===== src/rtl/sads_pkg.sv =====
// Package: sizes, operation and status codes, controller/datapath link types.
`timescale 1ns / 1ps
package sads_pkg;

  localparam int unsigned DEPTH      = 1024;
  localparam int unsigned WORD_WIDTH = 32;
  localparam int unsigned DATA_W     = 32;
  localparam int unsigned ADDR_W     = $clog2(DEPTH);
  localparam int unsigned FILL_W     = $clog2(DEPTH + 1);
  localparam int unsigned COUNT_W    = 11;
  localparam int unsigned OP_W       = 2;
  localparam int unsigned STATUS_W   = 2;

  localparam logic [OP_W-1:0] OP_PUSH = 2'd0;
  localparam logic [OP_W-1:0] OP_POP  = 2'd1;
  localparam logic [OP_W-1:0] OP_PEEK = 2'd2;

  localparam logic [STATUS_W-1:0] ST_OK    = 2'd0;
  localparam logic [STATUS_W-1:0] ST_OVER  = 2'd1;
  localparam logic [STATUS_W-1:0] ST_UNDER = 2'd2;

  // Commands from the controller to the datapath.
  typedef struct packed {
    logic load;  // capture the request item
    logic exec;  // update pointers, write or read the store
  } sads_cmd_t;

  // Status from the datapath to the controller.
  typedef struct packed {
    logic exec_done;  // result fields and read data are settled
  } sads_stat_t;

endpackage


===== src/rtl/sads_ctrl.sv =====
// Controller: sequences accept, execute and response of one item.
`timescale 1ns / 1ps
module sads_ctrl (
  input  logic                 clk_i,
  input  logic                 rst_ni,
  input  logic                 in_valid_i,
  output logic                 in_ready_o,
  output logic                 out_valid_o,
  input  logic                 out_ready_i,
  output sads_pkg::sads_cmd_t  cmd_o,
  input  sads_pkg::sads_stat_t stat_i
);
  import sads_pkg::*;

  typedef enum logic [2:0] {
    S_IDLE = 3'b001,
    S_EXEC = 3'b010,
    S_RESP = 3'b100
  } state_e;

  state_e state_q, state_d;

  always_comb begin
    state_d = state_q;
    case (state_q)
      S_IDLE: if (in_valid_i) state_d = S_EXEC;
      S_EXEC: if (stat_i.exec_done) state_d = S_RESP;
      S_RESP: if (out_ready_i) state_d = S_IDLE;
      default: state_d = S_IDLE;
    endcase
  end

  always_ff @(posedge clk_i or negedge rst_ni) begin
    if (!rst_ni) begin
      state_q <= S_IDLE;
    end else begin
      state_q <= state_d;
    end
  end

  assign in_ready_o  = (state_q == S_IDLE);
  assign out_valid_o = (state_q == S_RESP);
  assign cmd_o.load  = (state_q == S_IDLE) && in_valid_i;
  assign cmd_o.exec  = (state_q == S_EXEC) && !stat_i.exec_done;
endmodule


===== config.mk =====
export PLATFORM = sky130hd
export DESIGN_NAME = sads_ctrl
export DESIGN_NICKNAME = d
export VERILOG_FILES = /design/src/rtl/sads_pkg.sv /design/src/rtl/sads_ctrl.sv
export SDC_FILE = /design/constraint.sdc
export NUM_CORES = 1
export LEC_CHECK = 0
export ABC_AREA = 0
export BUFFER_PORTS_ARGS = -buffer_cell sky130_fd_sc_hd__buf_2
export CAP_MARGIN = 10
export CORE_AREA = 2 2 39 41
export DETAILED_ROUTE_END_ITERATION = 8
export DIE_AREA = 0 0 41 43
export GPL_ROUTABILITY_DRIVEN = 0
export PLACE_DENSITY = 0.43
export SYNTH_ARGS = -nofsm -noshare
export SYNTH_HDL_FRONTEND = slang
export SYNTH_SLANG_ARGS = --single-unit

===== constraint.sdc =====
create_clock -name clk_i -period 1.72 [get_ports clk_i]
set_input_delay 0.172 -clock clk_i [delete_from_list [all_inputs] [get_ports clk_i]]
set_output_delay 0.172 -clock clk_i [all_outputs]
set_load 0.01 [all_outputs]

==> impl_metrics.yaml, run 1 <==
status:
  status: "finished, final reports clean"
critical_path:
  critPathCaptureType: "output port"
  cpMaxStageDelayCell: "dfstp_2"
  cp_cell_sequence: "and4bb_1 -> buf_2"
  slowest_delay_ns: 0.61
  worstSetupStartpointType: "flip-flop"
  arrival_ns: 1.21
  crit_required_ns: 1.55
  crit_fanout: 9
  crit_type: "reg2out"
logic_synthesis:
  synth_cells: 18
  yosysUniqueCellTypes: 12
  ys_ff_latch: 3
  synth_area_sq_um: 208
  syn-num-nets: 23
  synth_top_family_by_area: "simple AND/OR/NAND/NOR gates"
  yosysSeqAreaShare: 0.367
  synth_compound_area_frac: 0.0663
  synth-simple-area-share: 0.458
  synth_xor_area_frac: 0
  syn_avg_cell_area_sq_um: 11.5
  ys_warn_count: 0
  synth_mux_area_frac: 0
  synthAdderAreaFrac: 0
finish:
  largest_register: "state_q"
  layout.nets: 35
  syn_to_final_growth_pct: 35.5
  largest_register_ff_count: 3
  drive_above_1_share: 0.483
  largest_registers: "state_q: 3 flops"
  diodes: 0
detailed_routing:
  wl_um: 428
  drc_errors: 0
  via_per_inst: 4.18
  vias: 188
  wl_per_cell_um: 9.51
  first_pass_iters: 4
  dr.first_iter.drc_count: 2
  route.antenna.remaining_nets: 0
clock_tree:
  numCtsBuffers: 3
  clk_path_buf_depth: 2
  cts_sinks: 3
  htreeDepth: 1
  cts_tree: "done"
  clk_latency_ns: 0.23
  post-cts-setup-buffers: 0
  clk_pin_slew_ns: 0.04
  cts_root_buffer: "clkbuf_4"
flow_run:
  maxCapViolations: 0
timing:
  fin_crit_sh: 0.801
  finalHoldViolCount: 0
  max_slew.worst_pin.slew_ns: 0.298
  worst_slack_ns: 0.342
  finalSetupViolations: 0
  max_freq_mhz: 725
  rsz0062_at_grt: "no"
  fin_skew_ns: 0.00107
  drv_slew: 0
  relSlewSlack: 0.799
  tns_ns: 0
  fin_crit_ns: 1.38
  whs_ns: 0.234
place:
  pre_cts_ws_ns: 0.585
  portBuffers: 8
global_route:
  grt_pass1_wl_um: 690
  grt_antenna_before_repair: 0
  track_usage: 0.0622
  grt_pass1_vias: 170
  grt_start_max_net_pins: 11
  overflow: 0
floorplan:
  initial_utilization: 0.150
  row_count: 14
  fp.dieArea_sq_um: 1760
  dieHeight_um: 43
  die_x_um: 41
  pin_count: 9
  core-area_sq_um: 1380
worst_hold_path:
  hold_path.class: "in2reg"
pwr:
  power.leakage_nw: 0.115
  vdd_drop_max_mv: 0.412
  p_per_area_nw_per_um2: 1450
synth_stat cells:
cell / number / share of area
a21oi_2: 1 / 0.042
and4bb_1: 1 / 0.060
nand3b_1: 2 / 0.072
dfrtp_1: 2 / 0.24
nor3_1: 1 / 0.024
or3b_1: 2 / 0.084
nor3b_1: 2 / 0.072
nor3b_2: 1 / 0.060
buf_6: 2 / 0.11
nor4b_1: 2 / 0.084
a21oi_1: 1 / 0.024
dfstp_2: 1 / 0.13
through the flow:
step	utilization	instances	power [mW]	area, sq um
finish	0.203	45	0.410	282
global route	0.203	45	0.443	282
CTS	0.203	45	0.416	282
detailed placement	0.177	40	0.284	245
global placement	0.177	40	0.280	245
floorplan	-	18	0.279	208
final timing paths:
kind / startpoint / to / slack [ns] / cells past startpoint
max in group asynchronous: rst_ni / state_q[0] / 1.26 / 2
worst max-delay path: state_q[0] / cmd_o[1] / 0.34 / 2
worst min-delay path: in_valid_i / state_q[1] / 0.23 / 3
min in group asynchronous: rst_ni / state_q[2] / 0.27 / 2
worst max register to register: state_q[1] / state_q[2] / 0.63 / 2
worst min register to register: state_q[0] / state_q[2] / 0.56 / 1
cells in the final DEF (no fill, tap or decap):
cell,netlist,layout
buf_2,0,8
clkbuf_4,0,3
nor3b_1,2,2
nor4b_1,2,2
nand3b_1,2,2
or3b_1,2,2
dfrtp_1,2,2
nor3b_2,1,1
and4bb_1,1,1
a21oi_2,1,1
nor3_1,1,1
a21oi_1,1,1
clkbuf_1,0,1
dlygate4sd3_1,0,1
dfstp_2,1,1
logic make-up after synthesis:
family	after synthesis
flops	3
buf+inv	2
compound gates	2
simple gates	11
critical path: cells and delay by family, from the launching register on:
kind	cells	cell delay, ns
flip-flops	1	0.61
AND/OR/NAND/NOR	1	0.23
buffers and inverters	1	0.14
metal layers:
layer,track usage,share of wire,routed length [um],vias to the layer above
met4,0.0600,0,0,0
li1,-,-,-,90
met1,0.0836,0.48,204,85
met5,0,0,0,-
met3,0.0314,0.16,68,0
met2,0.0656,0.36,155,13
what timing repair did:
action,in CTS,in global routing
resized for setup,0,0
hold endpoints to repair,3,0
hold buffers,1,0
power by group:
group / switching (mW) / internal [mW] / total, mW / leakage (nW)
combinational: 0.0516 / 0.0747 / 0.126 / 0.0625
sequential: 0.0566 / 0.104 / 0.161 / 0.0371
clock: 0.0357 / 0.0869 / 0.123 / 0.0150
final cells by class:
class,count,area [sq um]
Fill cell,157,1100
Multi-Input combinational cell,13,109
Sequential cell,3,76.3
Timing Repair Buffer,9,50.0
Clock buffer,4,26.3
Tap cell,16,20.0
Note: power is estimated with default switching activity, not from simulation.
==> run 2, diff against run 1 <==
- clock period: 1.72 -> 1.3 ns (I/O delays scaled with it)
==> impl_metrics.yaml, run 2 (synthesis results as in run 1) <==
floorplan:
  row_count: 14
  core-area_sq_um: 1380
  initial_utilization: 0.150
  pin_count: 9
  die_x_um: 41
  dieHeight_um: 43
  fp.dieArea_sq_um: 1760
pwr:
  power.leakage_nw: 0.125
  swShare: 0.341
  switchingPower_mw: 0.204
  p_total_mw: 0.598
  p_seq_frac: 0.348
  p_clk_frac: 0.268
  internal-power_mw: 0.394
  comb_power_share: 0.383
  p_per_area_nw_per_um2: 1930
  vdd_drop_max_mv: 0.539
critical_path:
  arrival_ns: 1.16
  path_buf_inv: 1
  slowest_delay_ns: 0.57
  cp_cell_sequence: "and4bb_1 -> buf_2"
  cpMaxStageDelayCell: "dfstp_2"
  crit_fanout: 5
  worstSetupStartpointType: "flip-flop"
  crit_required_ns: 1.17
  critPathCaptureType: "output port"
  path_delay_family: "flip-flops"
  crit_type: "reg2out"
clock_tree:
  cts_root_buffer: "clkbuf_4"
  cts_sinks: 3
  cts_tree: "done"
  htreeDepth: 1
  clk_path_buf_depth: 2
  clk_pin_slew_ns: 0.04
  clk_latency_ns: 0.23
  numCtsBuffers: 3
timing:
  max_freq_mhz: 776
  fin_skew_ns: 0.00284
  fin_crit_sh: 0.991
  fin_crit_ns: 1.29
  finalSetupViolations: 0
  max_slew.worst_pin.slew_ns: 0.249
  rsz0062_at_grt: "yes"
  finalHoldViolCount: 0
  drv_slew: 0
  relSlewSlack: 0.832
detailed_routing:
  via_per_inst: 3.85
  first_pass_iters: 4
  dr.first_iter.drc_count: 1
  wl_met3_um: 47
  drc_errors: 0
  wl_um: 442
  vias: 181
  wl_per_cell_um: 9.40
  route.antenna.remaining_nets: 0
  routed.top_layer: "met3"
  dr_wl_met2_um: 155
  wl_met1_um: 239
global_route:
  grt_start_max_net_pins: 11
  track_usage: 0.0683
  grt_pass1_wl_um: 759
  grt_antenna_before_repair: 0
  overflow: 0
  grt_pass1_vias: 191
flow_run:
  maxCapViolations: 0
finish:
  largest_registers: "state_q: 3 flops"
  post-route-util: 0.224
  largest_register: "state_q"
  layout_commonest_cell: "buf_2"
  multi_input_area_sq_um: 120
  syn_to_final_growth_pct: 49.4
  diodes: 0
  fillers: 163
  drive_above_1_share: 0.645
  layout.nets: 37
  largest_register_ff_count: 3
  final_cell_mix: "8 x buf_2, 3 x clkbuf_4"
  seq_area_sq_um: 78.8
place:
  portBuffers: 8
status:
  status: "finished, final reports clean"
worst_hold_path:
  hold_path.class: "in2reg"
## run 2: changes by cell type in the layout (fill, tap and decap cells not counted)
cell	delta
nor4b_2	+1
dfrtp_1	-2
nor4b_1	-1
buf_4	+2
nor3b_2	+1
nor3b_1	-1
dfrtp_2	+2
## run 2: through the flow
| step | instance area [sq um] | std cells | setup slack (ns) | TNS (ns) | hold slack, ns |
|---|---|---|---|---|---|
| 6_report | 310 | 47 | 0.0119 | 0 | 0.176 |
| 5_1_grt | 310 | 47 | -0.0467 | -0.0532 | 0.189 |
| 4_1_cts | 289 | 46 | -0.0128 | -0.0141 | 0.167 |
| 3_5_place_dp | 245 | 40 | 0.192 | 0 | -0.0741 |
| 3_3_place_gp | 245 | 40 | 0.220 | 0 | -0.0766 |
| 2_1_floorplan | 208 | 18 | 0.214 | 0 | -0.166 |
## run 2: cell type report
class,count,area share
Tap cell,16,0.0645
Multi-Input combinational cell,13,0.387
Timing Repair Buffer,11,0.210
Clock buffer,4,0.0847
Sequential cell,3,0.254
## run 2: power by group through the flow
stage / clock network [mW] / registers (mW) / logic, mW
3_3_place_gp: 0 / 0.205 / 0.161
2_1_floorplan: 0 / 0.154 / 0.215
6_report: 0.161 / 0.208 / 0.229
5_1_grt: 0.179 / 0.223 / 0.254
3_5_place_dp: 0 / 0.212 / 0.164
4_1_cts: 0.172 / 0.198 / 0.202
## run 2: tightest hold or removal path: cells and delay by family
| family | cells | cell delay, ns |
|---|---|---|
| AND/OR/NAND/NOR | 1 | 0.07 |
| buffers and inverters | 1 | 0.10 |
| AO/OA/AOI/OAI | 1 | 0.06 |
## run 2: timing repair
item / 4_1_cts / 5_1_grt
endpoints found under the setup margin: 3 / 3
buffers inserted: 1 / 1
pin swaps: 1 / 2
resized for setup: 0 / 4
hold buffers: 1 / 0
endpoints found under the hold margin: 3 / 0
## run 2: final timing paths
check	from	to	slack, ns	cells past startpoint
max	state_q[0]	cmd_o[1]	0.01	2
min	in_valid_i	state_q[1]	0.18	3
max reg2reg	state_q[0]	state_q[1]	0.20	3
min reg2reg	state_q[2]	state_q[1]	0.52	1
max in group asynchronous	rst_ni	state_q[0]	0.89	2
min in group asynchronous	rst_ni	state_q[1]	0.22	2
## run 2: per-layer routing
metal | vias up | global-route usage
met1 | 77 | 0.0965
met2 | 9 | 0.0625
li1 | 95 | -
met3 | 0 | 0.0314
met4 | 0 | 0.0800
met5 | - | 0
==> run 3, diff against run 2 <==
- ABC_AREA: 0 -> 1
- PLACE_DENSITY: 0.43 -> 0.41
- SLEW_MARGIN: unset -> 20
==> impl_metrics.yaml, run 3 <==
global_route:
  grt_start_max_net_pins: 5
  grtUsageMet3: 0.0314
  use_met2: 0.0813
  grt_pass1_wl_um: 627
  overflow: 0
  grt_pass1_vias: 173
  grt_antenna_before_repair: 0
  grt_use_met1: 0.0548
  track_usage: 0.0583
  grt_busiest_layer: "met2"
finish:
  largest_register: "state_q"
  fillers: 169
  layout.nets: 44
  drive_above_1_share: 0.605
  diodes: 0
  post-route-util: 0.215
  largest_registers: "state_q: 3 flops"
  largest_register_ff_count: 3
  syn_to_final_growth_pct: 59.7
  final_cell_mix: "8 x buf_2, 4 x inv_1, 3 x clkbuf_4"
  layout_commonest_cell: "buf_2"
  stdcell_area_sq_um: 298
critical_path:
  crit_fanout: 4
  path_delay_family: "flip-flops"
  path_buf_inv: 2
  cp_cell_sequence: "inv_4 -> nor2_4 -> nand2_2 -> nor2_1 -> buf_2"
  slowest_delay_ns: 0.53
  critPathCaptureType: "output port"
  crit_type: "reg2out"
  worstSetupStartpointType: "flip-flop"
  cpMaxStageDelayCell: "dfstp_2"
  arrival_ns: 1.16
  crit_required_ns: 1.17
detailed_routing:
  drc_errors: 0
  via_per_inst: 3.43
  route.antenna.remaining_nets: 0
  first_pass_iters: 2
  vias: 185
  wl_per_cell_um: 6.94
  wl_um: 375
  dr.first_iter.drc_count: 3
logic_synthesis:
  synth_top_area_frac: 0.268
  ys_ff_latch: 3
  synthTopCellsByArea: "dfrtp_1 27%, dfstp_2 14%, nor2_2 10%, inv_1 8.1%, nand2_2 6.7%"
  synthAdderAreaFrac: 0
  ys_warn_count: 0
  syn-num-nets: 29
  yosysMostFrequentCell: "inv_1"
  synth_edf_count: 0
  synth_area_sq_um: 186
  synth-main-ff-cell: "dfrtp_1"
  yosysSeqAreaShare: 0.409
  synthArstFlopShare: 1.00
  synth_xor_area_frac: 0
  synth_top_cell_by_area: "dfrtp_1"
  ys_top_cells_by_count: "4 x inv_1, 3 x inv_2, 3 x nor2_2"
  synth_cells: 24
  synth_mux_area_frac: 0
  synth-simple-area-share: 0.336
  synth_top_family_by_area: "simple AND/OR/NAND/NOR gates"
  yosysUniqueCellTypes: 12
  synth_compound_area_frac: 0.114
  syn_avg_cell_area_sq_um: 7.77
timing:
  finalHoldViolCount: 0
  rsz0062_at_grt: "yes"
  max_slew.worst_pin.slew_ns: 0.158
  finalSetupViolations: 0
  relSlewSlack: 0.895
  drv_slew: 0
  fin_crit_ns: 1.29
  whs_ns: 0.170
  fin_crit_sh: 0.993
  max_freq_mhz: 775
  fin_skew_ns: 0.00120
floorplan:
  row_count: 14
  core-area_sq_um: 1380
  initial_utilization: 0.135
  dieHeight_um: 43
  die_x_um: 41
  pin_count: 9
  fp.dieArea_sq_um: 1760
clock_tree:
  clk_pin_slew_ns: 0.04
  htreeDepth: 1
  clk_latency_ns: 0.23
  numCtsBuffers: 3
  clk_path_buf_depth: 2
  cts_sinks: 3
  cts_root_buffer: "clkbuf_4"
  cts_tree: "done"
flow_run:
  maxCapViolations: 0
pwr:
  p_per_area_nw_per_um2: 2370
  power.leakage_nw: 0.180
  vdd_drop_max_mv: 0.521
place:
  placed_area_sq_um: 246
  portBuffers: 8
worst_hold_path:
  hold_path.class: "in2reg"
status:
  status: "finished, final reports clean"
-- run 3: cell types whose count changed after synthesis, sizes merged, moves of 3 or more --
cell and change:
nand3 +3, nor3b -3, inv +7, nor2 +4, nand2 +4
-- run 3: per-stage QoR --
| stage | setup TNS [ns] | std cells | setup slack (ns) | total power [mW] |
|---|---|---|---|---|
| finish | 0 | 54 | 0.00914 | 0.706 |
| global route | -0.138 | 54 | -0.0923 | 0.788 |
| CTS | -0.00752 | 54 | -0.00752 | 0.715 |
| detailed placement | 0 | 48 | 0.212 | 0.489 |
| global placement | 0 | 48 | 0.209 | 0.490 |
| floorplan | 0 | 24 | 0.278 | 0.402 |
-- run 3: cell type report --
type | count | area (sq um) | share of cell area
flip-flops and latches | 3 | 76.3 | 0.256
clock buffers | 4 | 26.3 | 0.0882
multi-input cells | 14 | 88.8 | 0.298
well taps | 16 | 20.0 | 0.0672
repair buffers | 10 | 57.6 | 0.193
inverters | 7 | 28.8 | 0.0966
-- run 3: worst min-delay path, cell delays in order --
cell and delay [ns]:
buf_2 0.10, inv_2 0.05, o21ai_1 0.07
-- run 3: where the power goes --
group	total (mW)	switching, mW	internal [mW]
registers	0.180	0.0315	0.148
clock network	0.163	0.0475	0.115
logic	0.364	0.209	0.154
-- run 3: worst paths after layout --
| path | slack [ns] | from | to | depth (start not counted) |
|---|---|---|---|---|
| max | 0.009 | state_q[0] | cmd_o[1] | 5 |
| min | 0.17 | in_valid_i | state_q[1] | 3 |
| max reg2reg | 0.24 | state_q[0] | state_q[1] | 5 |
| min reg2reg | 0.55 | state_q[1] | state_q[0] | 3 |
| max in group asynchronous | 0.89 | rst_ni | state_q[0] | 2 |
| min in group asynchronous | 0.22 | rst_ni | state_q[1] | 2 |
-- run 3: cells by family after synthesis --
family | after synthesis
AND/OR/NAND/NOR | 11
buffers and inverters | 7
flip-flops | 3
AO/OA/AOI/OAI | 3
-- run 3: repair_timing --
item                                    CTS  global route
gates resized for setup                   1             1
buffers inserted                          1             0
hold endpoints to repair                  3             0
endpoints found under the setup margin    2             2
hold buffers                              1             0
-- run 3: layer usage --
metal  up-vias  wire (um)
li1         98          -
met1        81        152
met2         6        195
met3         0         27
met4         0          0
met5         -          0
